File: config.mk
export PLATFORM = sky130hd
export DESIGN_NAME = task_priority_queue
export DESIGN_NICKNAME = d
export VERILOG_FILES = /design/src/hw/rtl/tpq_pkg.sv /design/src/hw/rtl/tpq_ram.sv /design/src/hw/rtl/tpq_ctrl.sv /design/src/hw/rtl/task_priority_queue.sv
export SDC_FILE = /design/constraint.sdc
export NUM_CORES = 2
export LEC_CHECK = 0
export BUFFER_PORTS_ARGS = -buffer_cell sky130_fd_sc_hd__buf_2
export CORE_MARGIN = 3
export CORE_UTILIZATION = 31
export CTS_CLUSTER_SIZE = 24
export DETAILED_ROUTE_END_ITERATION = 10
export PLACE_DENSITY = 0.44
export SETUP_SLACK_MARGIN = 0.02
export SLEW_MARGIN = 20
export SYNTH_ARGS = -nofsm -noshare
export SYNTH_HDL_FRONTEND = slang
export SYNTH_HIERARCHICAL = 1
export SYNTH_MEMORY_MAX_BITS = 65536
export SYNTH_SLANG_ARGS = --single-unit
File: constraint.sdc
create_clock -name clk_i -period 7.8 [get_ports clk_i]
set_clock_uncertainty 0.2 [all_clocks]
set_input_delay 1.56 -clock clk_i [delete_from_list [all_inputs] [get_ports clk_i]]
set_output_delay 1.56 -clock clk_i [all_outputs]
set_load 0.05 [all_outputs]
File: src/hw/rtl/tpq_pkg.sv
// shared types, constants and the entry order for the task priority queue
`default_nettype none
package tpq_pkg;

  localparam int QUEUE_DEPTH = 64;
  localparam int ADDR_W      = (QUEUE_DEPTH > 1) ? $clog2(QUEUE_DEPTH) : 1;
  localparam int CNT_W       = $clog2(QUEUE_DEPTH + 1);
  localparam int OCC_W       = 7;
  localparam int BACKLOG_W   = 7;
  localparam logic [BACKLOG_W-1:0] BACKLOG_RESET = 7'd64;

  // register byte addresses
  localparam logic [2:0] ADDR_MAX_BACKLOG = 3'd0;

  typedef enum logic [1:0] {
    OP_ADD     = 2'd0,
    OP_REQUEUE = 2'd1,
    OP_POP     = 2'd2
  } opcode_e;

  typedef enum logic [1:0] {
    STAT_OK    = 2'd0,
    STAT_EMPTY = 2'd1,
    STAT_FULL  = 2'd2
  } status_e;

  typedef enum logic [1:0] {
    S_IDLE,
    S_SCAN,
    S_SHIFT,
    S_DONE
  } state_e;

  typedef struct packed {
    logic [31:0] id;
    logic [3:0]  level;
    logic [31:0] score;
  } entry_t;

  typedef struct packed {
    logic [1:0]  opcode;
    logic [31:0] task_id;
    logic [3:0]  level;
    logic [31:0] score;
  } req_t;

  typedef struct packed {
    logic [1:0]       status;
    logic [31:0]      task_id;
    logic [3:0]       level;
    logic [31:0]      score;
    logic             fallback;
    logic [OCC_W-1:0] occupancy;
  } res_t;

  // true when a must leave strictly before b
  function automatic logic ranks_before(entry_t a, entry_t b);
    logic na;
    logic nb;
    na = a.score[31];
    nb = b.score[31];
    if (a.level != b.level) return a.level < b.level;
    if (na && nb) return a.id < b.id;
    if (na != nb) return na;
    if (a.score != b.score) return a.score > b.score;
    return a.id < b.id;
  endfunction

endpackage
`default_nettype wire

File: src/hw/rtl/tpq_ram.sv
// generic simple dual-port ram with registered read
`default_nettype none
module tpq_ram #(
  parameter int WIDTH = 8,
  parameter int DEPTH = 16
) (
  input  wire logic                                  clk_i,
  input  wire logic                                  we_i,
  input  wire logic [((DEPTH > 1) ? $clog2(DEPTH) : 1)-1:0] waddr_i,
  input  wire logic [WIDTH-1:0]                      wdata_i,
  input  wire logic                                  re_i,
  input  wire logic [((DEPTH > 1) ? $clog2(DEPTH) : 1)-1:0] raddr_i,
  output logic      [WIDTH-1:0]                      rdata_o
);

  logic [WIDTH-1:0] mem_q [DEPTH];

  always_ff @(posedge clk_i) begin
    if (we_i) mem_q[waddr_i] <= wdata_i;
    if (re_i) rdata_o <= mem_q[raddr_i];
  end

endmodule
`default_nettype wire

File: src/hw/rtl/tpq_ctrl.sv
// sequencer: store, best-entry scan and compaction over the entry ram
`default_nettype none
module tpq_ctrl (
  input  wire logic                           clk_i,
  input  wire logic                           rst_ni,
  input  wire logic                           req_valid_i,
  output logic                                req_ready_o,
  input  wire tpq_pkg::req_t                  req_i,
  input  wire logic [tpq_pkg::BACKLOG_W-1:0]  max_backlog_i,
  output logic                                res_valid_o,
  input  wire logic                           res_ready_i,
  output tpq_pkg::res_t                       res_o
);

  localparam int CW  = tpq_pkg::CNT_W;
  localparam int AW  = tpq_pkg::ADDR_W;
  localparam int CMPW = CW + tpq_pkg::BACKLOG_W;
  localparam logic [CW-1:0] FULL = CW'(tpq_pkg::QUEUE_DEPTH);

  tpq_pkg::state_e state_q, state_d;
  logic [CW-1:0]   cnt_q, cnt_d;
  logic [31:0]     next_id_q, next_id_d;
  logic [CW-1:0]   rd_cnt_q, rd_cnt_d;
  logic            pend_q, pend_d;
  logic [CW-1:0]   pidx_q, pidx_d;
  tpq_pkg::entry_t best_q, best_d;
  logic [CW-1:0]   best_idx_q, best_idx_d;
  tpq_pkg::res_t   res_q, res_d;

  logic            ram_we, ram_re;
  logic [AW-1:0]   ram_waddr, ram_raddr;
  tpq_pkg::entry_t ram_wdata;
  logic [$bits(tpq_pkg::entry_t)-1:0] ram_rdata;
  tpq_pkg::entry_t cand;
  logic            take;
  logic [CW-1:0]   left;

  assign cand = tpq_pkg::entry_t'(ram_rdata);
  assign left = cnt_q - CW'(1);

  tpq_ram #(
    .WIDTH($bits(tpq_pkg::entry_t)),
    .DEPTH(tpq_pkg::QUEUE_DEPTH)
  ) u_ram (
    .clk_i   (clk_i),
    .we_i    (ram_we),
    .waddr_i (ram_waddr),
    .wdata_i (ram_wdata),
    .re_i    (ram_re),
    .raddr_i (ram_raddr),
    .rdata_o (ram_rdata)
  );

  always_comb begin
    state_d    = state_q;
    cnt_d      = cnt_q;
    next_id_d  = next_id_q;
    rd_cnt_d   = rd_cnt_q;
    pend_d     = 1'b0;
    pidx_d     = pidx_q;
    best_d     = best_q;
    best_idx_d = best_idx_q;
    res_d      = res_q;
    ram_we     = 1'b0;
    ram_re     = 1'b0;
    ram_waddr  = cnt_q[AW-1:0];
    ram_raddr  = rd_cnt_q[AW-1:0];
    ram_wdata  = '{id: next_id_q, level: req_i.level, score: req_i.score};
    take       = 1'b0;
    req_ready_o = (state_q == tpq_pkg::S_IDLE);
    res_valid_o = (state_q == tpq_pkg::S_DONE);

    case (state_q)
      tpq_pkg::S_IDLE: begin
        if (req_valid_i) begin
          res_d = '0;
          res_d.occupancy = tpq_pkg::OCC_W'(cnt_q);
          state_d = tpq_pkg::S_DONE;
          case (tpq_pkg::opcode_e'(req_i.opcode))
            tpq_pkg::OP_ADD: begin
              if (cnt_q < FULL) begin
                ram_we = 1'b1;
                cnt_d = cnt_q + CW'(1);
                next_id_d = next_id_q + 32'd1;
                res_d.task_id = next_id_q;
                res_d.occupancy = tpq_pkg::OCC_W'(cnt_q + CW'(1));
              end else begin
                res_d.status = tpq_pkg::STAT_FULL;
              end
            end
            tpq_pkg::OP_REQUEUE: begin
              res_d.task_id = req_i.task_id;
              ram_wdata.id = req_i.task_id;
              if (cnt_q < FULL) begin
                ram_we = 1'b1;
                cnt_d = cnt_q + CW'(1);
                res_d.occupancy = tpq_pkg::OCC_W'(cnt_q + CW'(1));
              end else begin
                res_d.status = tpq_pkg::STAT_FULL;
              end
            end
            tpq_pkg::OP_POP: begin
              if (cnt_q == '0) begin
                res_d.status = tpq_pkg::STAT_EMPTY;
              end else begin
                rd_cnt_d = '0;
                state_d = tpq_pkg::S_SCAN;
              end
            end
            default: ;
          endcase
        end
      end
      tpq_pkg::S_SCAN: begin
        if (rd_cnt_q < cnt_q) begin
          ram_re = 1'b1;
          rd_cnt_d = rd_cnt_q + CW'(1);
          pend_d = 1'b1;
          pidx_d = rd_cnt_q;
        end
        if (pend_q) begin
          take = (pidx_q == '0) || tpq_pkg::ranks_before(cand, best_q);
          if (take) begin
            best_d = cand;
            best_idx_d = pidx_q;
          end
          if (pidx_q == left) begin
            rd_cnt_d = (take ? pidx_q : best_idx_q) + CW'(1);
            pend_d = 1'b0;
            state_d = tpq_pkg::S_SHIFT;
            res_d.status = tpq_pkg::STAT_OK;
            res_d.task_id = best_d.id;
            res_d.level = best_d.level;
            res_d.score = best_d.score;
            res_d.fallback = (CMPW'(left) > CMPW'(max_backlog_i));
            res_d.occupancy = tpq_pkg::OCC_W'(left);
          end
        end
      end
      tpq_pkg::S_SHIFT: begin
        // each later entry moves down one slot, written in the cycle after its read
        if (rd_cnt_q < cnt_q) begin
          ram_re = 1'b1;
          rd_cnt_d = rd_cnt_q + CW'(1);
          pend_d = 1'b1;
          pidx_d = rd_cnt_q;
        end
        if (pend_q) begin
          ram_we = 1'b1;
          ram_waddr = AW'(pidx_q - CW'(1));
          ram_wdata = cand;
        end
        if (!(rd_cnt_q < cnt_q) && !pend_q) begin
          cnt_d = left;
          state_d = tpq_pkg::S_DONE;
        end
      end
      tpq_pkg::S_DONE: begin
        if (res_ready_i) state_d = tpq_pkg::S_IDLE;
      end
      default: state_d = tpq_pkg::S_IDLE;
    endcase
  end

  assign res_o = res_q;

  always_ff @(posedge clk_i or negedge rst_ni) begin
    if (!rst_ni) begin
      state_q   <= tpq_pkg::S_IDLE;
      cnt_q     <= '0;
      next_id_q <= '0;
      rd_cnt_q  <= '0;
      pend_q    <= 1'b0;
    end else begin
      state_q   <= state_d;
      cnt_q     <= cnt_d;
      next_id_q <= next_id_d;
      rd_cnt_q  <= rd_cnt_d;
      pend_q    <= pend_d;
    end
  end

  always_ff @(posedge clk_i) begin
    pidx_q     <= pidx_d;
    best_q     <= best_d;
    best_idx_q <= best_idx_d;
    res_q      <= res_d;
  end

`ifndef SYNTHESIS
  a_cnt_bound: assert property (@(posedge clk_i) disable iff (!rst_ni)
    cnt_q <= FULL) else $error("entry count beyond depth");
  a_shift_nonempty: assert property (@(posedge clk_i) disable iff (!rst_ni)
    state_q == tpq_pkg::S_SHIFT |-> cnt_q != '0) else $error("compaction on empty queue");
  a_scan_idx: assert property (@(posedge clk_i) disable iff (!rst_ni)
    (state_q == tpq_pkg::S_SCAN && pend_q) |-> pidx_q < cnt_q)
    else $error("scan index past fill");
  a_store_done: assert property (@(posedge clk_i) disable iff (!rst_ni)
    (ram_we && state_q == tpq_pkg::S_IDLE) |=> state_q == tpq_pkg::S_DONE)
    else $error("store did not complete");
`endif

endmodule
`default_nettype wire

File: src/hw/rtl/task_priority_queue.sv
// top level of the task priority queue: stream ports, register port, result register
`default_nettype none
// bounded priority queue of up to 64 tasks held in one entry ram in storage
// order. an add or requeue writes the entry at the fill position. a pop scans
// every held entry through the ram read port, one per cycle, keeping the best,
// then closes the gap by moving each later entry down one slot (one read and
// one write per cycle). one item is worked on at a time; the next item is
// accepted as soon as the result sits in the output register. an empty pop
// or a full store returns a status and changes nothing. max_backlog lies at
// address 0 and sets the fallback threshold for pops.
module task_priority_queue (
  input  wire logic        clk_i,
  input  wire logic        rst_ni,
  input  wire logic        s_axis_tvalid,
  output logic             s_axis_tready,
  // opcode[1:0], task_id[33:2], level[37:34], score[69:38], zero fill
  input  wire logic [71:0] s_axis_tdata,
  output logic             m_axis_tvalid,
  input  wire logic        m_axis_tready,
  // status[1:0], out_task_id[33:2], out_level[37:34], out_score[69:38],
  // fallback[70], occupancy[77:71], zero fill
  output logic      [79:0] m_axis_tdata,
  input  wire logic        psel,
  input  wire logic        penable,
  input  wire logic        pwrite,
  input  wire logic [2:0]  paddr,
  input  wire logic [31:0] pwdata,
  output logic      [31:0] prdata,
  output logic             pready
);

  logic [tpq_pkg::BACKLOG_W-1:0] max_backlog_q;
  tpq_pkg::req_t req;
  tpq_pkg::res_t res;
  logic          res_valid, res_ready;
  logic          out_valid_q;
  tpq_pkg::res_t out_q;

  // register port, always ready
  assign pready = 1'b1;
  assign prdata = (paddr == tpq_pkg::ADDR_MAX_BACKLOG) ? {25'd0, max_backlog_q} : 32'd0;

  always_ff @(posedge clk_i or negedge rst_ni) begin
    if (!rst_ni) begin
      max_backlog_q <= tpq_pkg::BACKLOG_RESET;
    end else if (psel && penable && pwrite && paddr == tpq_pkg::ADDR_MAX_BACKLOG) begin
      max_backlog_q <= pwdata[tpq_pkg::BACKLOG_W-1:0];
    end
  end

  // unpack the input item
  assign req.opcode  = s_axis_tdata[1:0];
  assign req.task_id = s_axis_tdata[33:2];
  assign req.level   = s_axis_tdata[37:34];
  assign req.score   = s_axis_tdata[69:38];

  tpq_ctrl u_ctrl (
    .clk_i         (clk_i),
    .rst_ni        (rst_ni),
    .req_valid_i   (s_axis_tvalid),
    .req_ready_o   (s_axis_tready),
    .req_i         (req),
    .max_backlog_i (max_backlog_q),
    .res_valid_o   (res_valid),
    .res_ready_i   (res_ready),
    .res_o         (res)
  );

  // output register parts the sequencer from the downstream stall
  assign res_ready = !out_valid_q || m_axis_tready;

  always_ff @(posedge clk_i or negedge rst_ni) begin
    if (!rst_ni) begin
      out_valid_q <= 1'b0;
    end else if (res_ready) begin
      out_valid_q <= res_valid;
    end
  end

  always_ff @(posedge clk_i) begin
    if (res_ready && res_valid) out_q <= res;
  end

  assign m_axis_tvalid = out_valid_q;
  assign m_axis_tdata  = {2'b00, out_q.occupancy, out_q.fallback, out_q.score,
                          out_q.level, out_q.task_id, out_q.status};

endmodule
`default_nettype wire

---- Word-level counts from Yosys, hierarchy flattened ----
Memory sizes are Yosys's and may differ from the RTL's. A register that Yosys moved wholly into a read port is not among the register bits.
Cells that the tools add are included.
word-level totals
  register bits ........................... 295
  bits in latches ......................... 0
  RAM bits ................................ 4,352
  ROM bits ................................ 0
  input bits .............................. 114
  logic and storage cells ................. 160
  memories ................................ 1
operators by class
  $add $sub $neg .......................... 6
  multiply operators ...................... 0
  div/mod/pow operators ................... 0
  order comparisons ....................... 6
  equal/unequal tests ..................... 16
  shift operators ......................... 0
  multiplexer cells ....................... 79
  bitwise operators ....................... 0
  reductions and logical operators ........ 28
memory list
  memory              depth  bits a word  rd ports  clocked after memory_dff  write ports  line           RTL
  u_ctrl.u_ram.mem_q  64     68           1         1                         1            tpq_ram.sv:16  logic [WIDTH-1:0] mem_q [DEPTH];
operator list
  cell                     number
  $mux W78                 3
  $pmux W78 S2             1
  $mux W68                 2
  $pmux W32 S2             2
  $mux W32                 3
  $mux W7                  12
  $mux W1                  39
  $mux W36                 1
  $add A32 B1 Y32 const B  1
  $gt A32 B32 Y1           1
  $lt A32 B32 Y1           1
  $ne A32 B32 Y1           1
  $add A7 B1 Y7 const B    3
  $pmux W7 S3              1
  $mux W2                  8
  $logic_not A7 Y1         2
  $pmux W7 S2              1
  $mux W6                  2
  $reduce_and A4 Y1        3
  $ne A2 B1 Y1 const B     5
  $pmux W2 S4              1
  $eq A7 B7 Y1             1
  $gt A7 B7 Y1             1
  $lt A7 B7 Y1             1
  22 further kinds         39

---- Depth between registers and ports, before layout ----
  depth after elaboration ................. 28
  mapped depth ............................ 18

---- Hierarchy ----
The synthesis kept the hierarchy.
modules (own cells, without submodules)
  module               times used  cells each  area each (um^2)  sequential area each (um^2)
  tpq_ram              1           7,201       167,047.7         132,727.3
  tpq_ctrl             1           1,210       12,867.3          6,030.8
  task_priority_queue  1           136         2,941.6           2,543.7

---- Worst setup path before layout ----
Ideal clock, no wire load.
  path type ............................... input-to-reg
  start ................................... in s_axis_tdata[1]
  end ..................................... mem u_ctrl/u_ram/mem_q[48][0] (netlist name) (enable)
  library setup time ...................... 0.578 ns
  arrival time ............................ 7.095 ns
  required time ........................... 7.022 ns
  slack ................................... -0.073 ns
  stages on the path ...................... 4
  buffers on the path ..................... 1
  cells stage by stage .................... buf_2 o31ai_1 nand2_1 nor3_1
on the way
  word-level cells in the longest chain between the ends .. 7
  elaborated cells on any way between the ends .. 8
  classes of those cells .................. 1 x eq/ne; 5 x mux; 2 x reduce/logical
RTL lines
  item                                                     line                       RTL
  from (decl)                                              task_priority_queue.sv:17  input wire logic [71:0] s_axis_tdata,
  $eq A2 B1 Y1 / $logic_not A2 Y1 (equally long branches)  tpq_ctrl.sv:79             case (tpq_pkg::opcode_e'(req_i.opcode))
  $reduce_or A2 Y1 (no source line) (*)                    n/a
  $mux W1 (*)                                              n/a
  $mux W1 (*)                                              tpq_ctrl.sv:75             if (req_valid_i) begin
  $pmux W1 S2 (*)                                          tpq_ctrl.sv:73             case (state_q)
  named net u_ctrl.ram_we                                  tpq_ctrl.sv:30             logic ram_we, ram_re;
  $mux W1 (*)                                              tpq_ram.sv:19              if (we_i) mem_q[waddr_i] <= wdata_i;
  $mux W1 (not written as such) (*)                        tpq_ram.sv:19
  to (decl)                                                tpq_ram.sv:16
Mark *: on every way through the listed nets, which the timed path passes. The rest lies on a longest branch.

---- Final worst setup path ----
  start ................................... reg u_ctrl.state_q[0]
  end ..................................... mem u_ctrl/u_ram/mem_q[10][41] (netlist name) (enable)
on the way
  elaborated cells on any way between the ends .. 6
  classes of those cells .................. 1 x eq/ne; 4 x mux; 1 x reduce/logical
RTL lines
  item                           line             RTL
  from (decl)                    tpq_ctrl.sv:20   tpq_pkg::state_e state_q, state_d;
  from (signal assigned)         tpq_ctrl.sv:169  state_q <= tpq_pkg::S_IDLE;
  from (signal assigned)         tpq_ctrl.sv:175  state_q <= state_d;
  $eq A2 B2 Y1                   tpq_ctrl.sv:73
  $mux W6                        tpq_ctrl.sv:73
  named net u_ctrl.ram_waddr[1]  tpq_ctrl.sv:31   logic [AW-1:0] ram_waddr, ram_raddr;
The timed path passes the listed nets, and every way through them passes these cells.

==> summary.txt <==
Run status
  – Status: finished clean

Floorplanning
  – Die width: ~770 µm
  – Initial Utilization: 31.2%
  – Row count: 281
  – Io pins: 229
  – Height of the die: slightly below 800 µm
  – Core area: 587000 µm²
  – Die ar.: 599000 µm²

Setup path
  – Cell repeated most along the worst path: buf_4
  – Critical path launch point type: flop
  – CP Class: flop to flop
  – Critical Path Start: u_ctrl/state_q[0]
  – Start of the worst register-to-register path: u_ctrl/state_q[0]
  – Critical path's largest stage delay: 740 ps
  – Critical path's top delay family: simple AND/OR/NAND/NOR gates
  – Critical Path End Type: flop
  – Worst EP required: 8260 ps
  – Worst-path maximum fanout: 29
  – Slowest-stage cell, CP: o21ai_2
  – Critical path cell sequence: inv_1, ha_1, buf_4, nand2_4, o21ai_2, or3b_2, or2_2, nor2_4, buf_4, buf_4
  – WP buf/inv: 4
  – Worst EP arrival: 5700 ps

Pwr
  – Sequential share of power: 45.6%
  – Share of total power in combinational logic: 20.0%
  – Pint: 49.3 mW
  – Max VDD drop: 0.382 mV
  – PwrDens: 327 nW/µm²
  – Leak: 65.0 nW
  – P_sw: between 15 and 20 mW
  – Switching Share: 28.7%
  – Clock share of power: about a third

Synthesis
  – Post-synth EDFFs: between 4000 and 5000
  – Distinct cell type count after synthesis: between 70 and 80
  – Sequential fraction of the synthesis area: just under 80%
  – Synth Register Bits: 4715
  – Ys async rst share: around 1.2%
  – Mapped Area: 183000 µm²
  – Mapped Cells: ~8500
  – Syn avg cell area: 21.4 µm²
  – Yosys warnings: 6
  – Ys flop type: edfxtp_1

STA
  – Worst slew margin: 19.4%
  – Maximum clock rate: about 190 MHz
  – RSZ-0062 raised after global routing: no
  – Final Setup Violations: 0
  – Final hold violation count: 0
  – Period minus WS final: 5240 ps
  – Final setup margin: roughly 2600 ps
  – Fin. max-slew vios: 0
  – Crit share post-route: 67.2%
  – Slew @ Worst Pin: 1210 ps

Global route
  – Initial antenna violation count: between 40 and 50
  – Vias in the first global route: 94254
  – Global-route wire length before repair: 792000 µm
  – Overflow after GRT: 0
  – Met1 usage: between 20% and 30%
  – Layer with the highest usage: met2
  – Tot GR Track Use: 18.8%
  – GRT met3 Usage: 2.64%
  – M2 GR Usage: a little under a third
  – Largest net degree at the start of global routing: around 110

Detailed routing
  – Vias post-DR: 92109
  – Post-Route WL: 578000 µm
  – Initial drt markers: roughly 10000
  – Number of vias per cell: 5.32
  – Routed WL per cell: 33.4 µm
  – Drt drc: 0
  – Drt first pass iters: 9
  – Routed Antenna Nets: 0

Placement
  – HPWL Detailed: 323000 µm
  – GPL Wtd Cong: 0.806
  – IO buf count: 173
  – Place WS: 2170 ps
  – Placed insts: 16373

Clock tree
  – Clock Latency Late Sink: roughly 1100 ps
  – Cts repair resizes: 0
  – Root Buffer: clkbuf_16
  – Clock Pin Slew Worst Setup and Hold Paths: 60 ps
  – TritonCTS buffer count: 520
  – Total clock sinks: 4715
  – Clk buf depth: 4
  – CTS tree: done
  – Post-CTS Hold Buffers: 0
  – Post-CTS Setup Inserts: 0
  – H-tree Lvls: 6

Layout
  – Layout cells sized above 1: 26.8%
  – Area Overhead vs Synth: 15.8%
  – Final Non-Filler Cells: between 15000 and 20000
  – Fill count: 53798
  – NumNets Final: 9319

Hold path
  – HP Class: flop to flop
  – Worst hold start: u_ctrl/res_o[6]

Flow run
  – Maxcap violations: 0
worst register-to-register path: cells and delay by family, from the launching register on:
family	cells	cell delay, ps
adders and majority gates	1	150
and+or+nand+nor	4	1670
buffers and inverters	4	1590
AOI/OAI and AO/OA	1	750
DFF	1	420
through the flow:
step           area, µm²  utilization (%)  power (mW)  hold WS, ps  TNS, ps
2_1_floorplan     183000                -        40.8          200    -8440
3_3_place_gp      195000             33.3        46.0          204        0
3_5_place_dp      195000             33.3        46.2          205        0
4_1_cts           212000             36.1        70.1          219        0
5_1_grt           212000             36.1        71.8          222        0
6_report          212000             36.1        69.2          217        0
cell families (layout without fill, tap and decap cells):
family	Yosys count	in the layout	synth area share, %
muxes	1317	1317	14.7
AOI/OAI and AO/OA	636	636	2.51
and+or+nand+nor	1076	1076	2.90
buffers and inverters	647	1586	1.64
adders and majority gates	92	92	0.630
other	2	39	0.00411
xor gates and xnor gates	62	62	0.327
DFF	4715	4715	77.3
power groups by stage:
stage	clock network [mW]	registers, mW	logic, mW
after floorplan	0	32.2	8.62
after CTS	24.4	31.6	14.1
final	23.8	31.6	13.8
after global placement	0	32.1	13.8
after detailed placement	0	32.1	14.0
after global routing	25.4	31.6	14.8
cells in the final DEF (no fill, tap or decap), types with 43 or more instances in the layout:
| cell | Yosys | final |
|---|---|---|
| ha_1 | 92 | 91 |
| mux2i_1 | 145 | 145 |
| nor2_4 | 0 | 66 |
| clkinv_2 | 0 | 82 |
| inv_1 | 146 | 138 |
| nand4_1 | 109 | 109 |
| buf_4 | 65 | 272 |
| clkbuf_16 | 0 | 535 |
| nor2_1 | 142 | 75 |
| mux4_2 | 1088 | 1088 |
| buf_12 | 0 | 68 |
| a22oi_1 | 171 | 171 |
| buf_2 | 195 | 174 |
| xnor2_1 | 43 | 43 |
| nand3_1 | 213 | 213 |
| nand2_1 | 351 | 318 |
| dfrtp_1 | 56 | 51 |
| o21ai_0 | 88 | 80 |
| edfxtp_1 | 4658 | 4658 |
| o22ai_1 | 93 | 93 |
| and2_1 | 48 | 43 |
| o221ai_1 | 43 | 43 |
| clkinv_1 | 0 | 103 |
| clkbuf_1 | 211 | 116 |
| mux2_2 | 43 | 43 |
layer usage:
metal / routed length [µm] / vias to the layer above
li1: - / 36917
met3: 34700 / 733
met2: 278000 / 3264
met5: 0 / -
met1: 248000 / 51195
met4: 16800 / 0
synth_stat cells (12+ instances only):
library cell  number  share of area [%]
nor2b_1           32               0.11
nand4_1          109               0.37
mux2i_1          145               0.79
a41oi_1           28               0.13
o2bb2ai_1         33               0.16
and4_1            12              0.057
buf_1             19              0.039
nor2_1           142               0.29
edfxtp_1        4658                 76
nand2b_1          17              0.058
mux4_2          1088                 13
a21oi_1           36              0.099
a31oi_1           21              0.072
xor2_1            15              0.072
xnor2_1           43               0.21
and3_1            39               0.13
nand3_1          213               0.58
o221ai_1          43               0.21
o22ai_1           93               0.32
clkbuf_1         211               0.43
mux2_2            43               0.26
a2bb2oi_1         18              0.086
inv_1            146               0.30
a211oi_1          23              0.094
mux2_1            41               0.25
nand2_1          351               0.72
o21ai_0           88               0.24
or2_2             36               0.12
buf_2            195               0.53
a22oi_1          171               0.70
buf_4             65               0.27
ha_1              92               0.63
a222oi_1          32               0.18
and2_1            48               0.16
or3_1             35               0.12
dfrtp_1           56               0.77
final timing paths:
check | endpoint | slack (ps) | cells after the start
min reg2reg | m_axis_tdata[77] | 220 | 0
min | m_axis_tdata[77] | 220 | 0
max | u_ctrl/u_ram/mem_q[10][41] | 2560 | 10
min in group asynchronous | m_axis_tvalid | 480 | 2
max reg2reg | u_ctrl/u_ram/mem_q[10][41] | 2560 | 10
max in group asynchronous | u_ctrl/rd_cnt_q[3] | 6220 | 2
area by class of cell:
class,instances,area (µm²),area share [%]
multi-input cells,3211,39400,18.6
clock inverters,270,2500,1.18
diodes,11,27.5,0.0130
repair buffers,518,4350,2.06
flip-flops and latches,4715,141000,66.7
inverters,147,552,0.261
clock buffers,651,13800,6.53
well taps,7782,9740,4.60
state kept, by name, summed over array words and instances, names as in the netlist, 32 cells and up:
name                  flops
m_axis_tdata             78
u_ctrl/u_ram/rdata_o     68
u_ctrl/next_id_q         32
u_ctrl/res_o             78
u_ctrl/u_ram/mem_q     4352
u_ctrl/best_q            68
No activity file was read; power rests on OpenSTA's default activity.
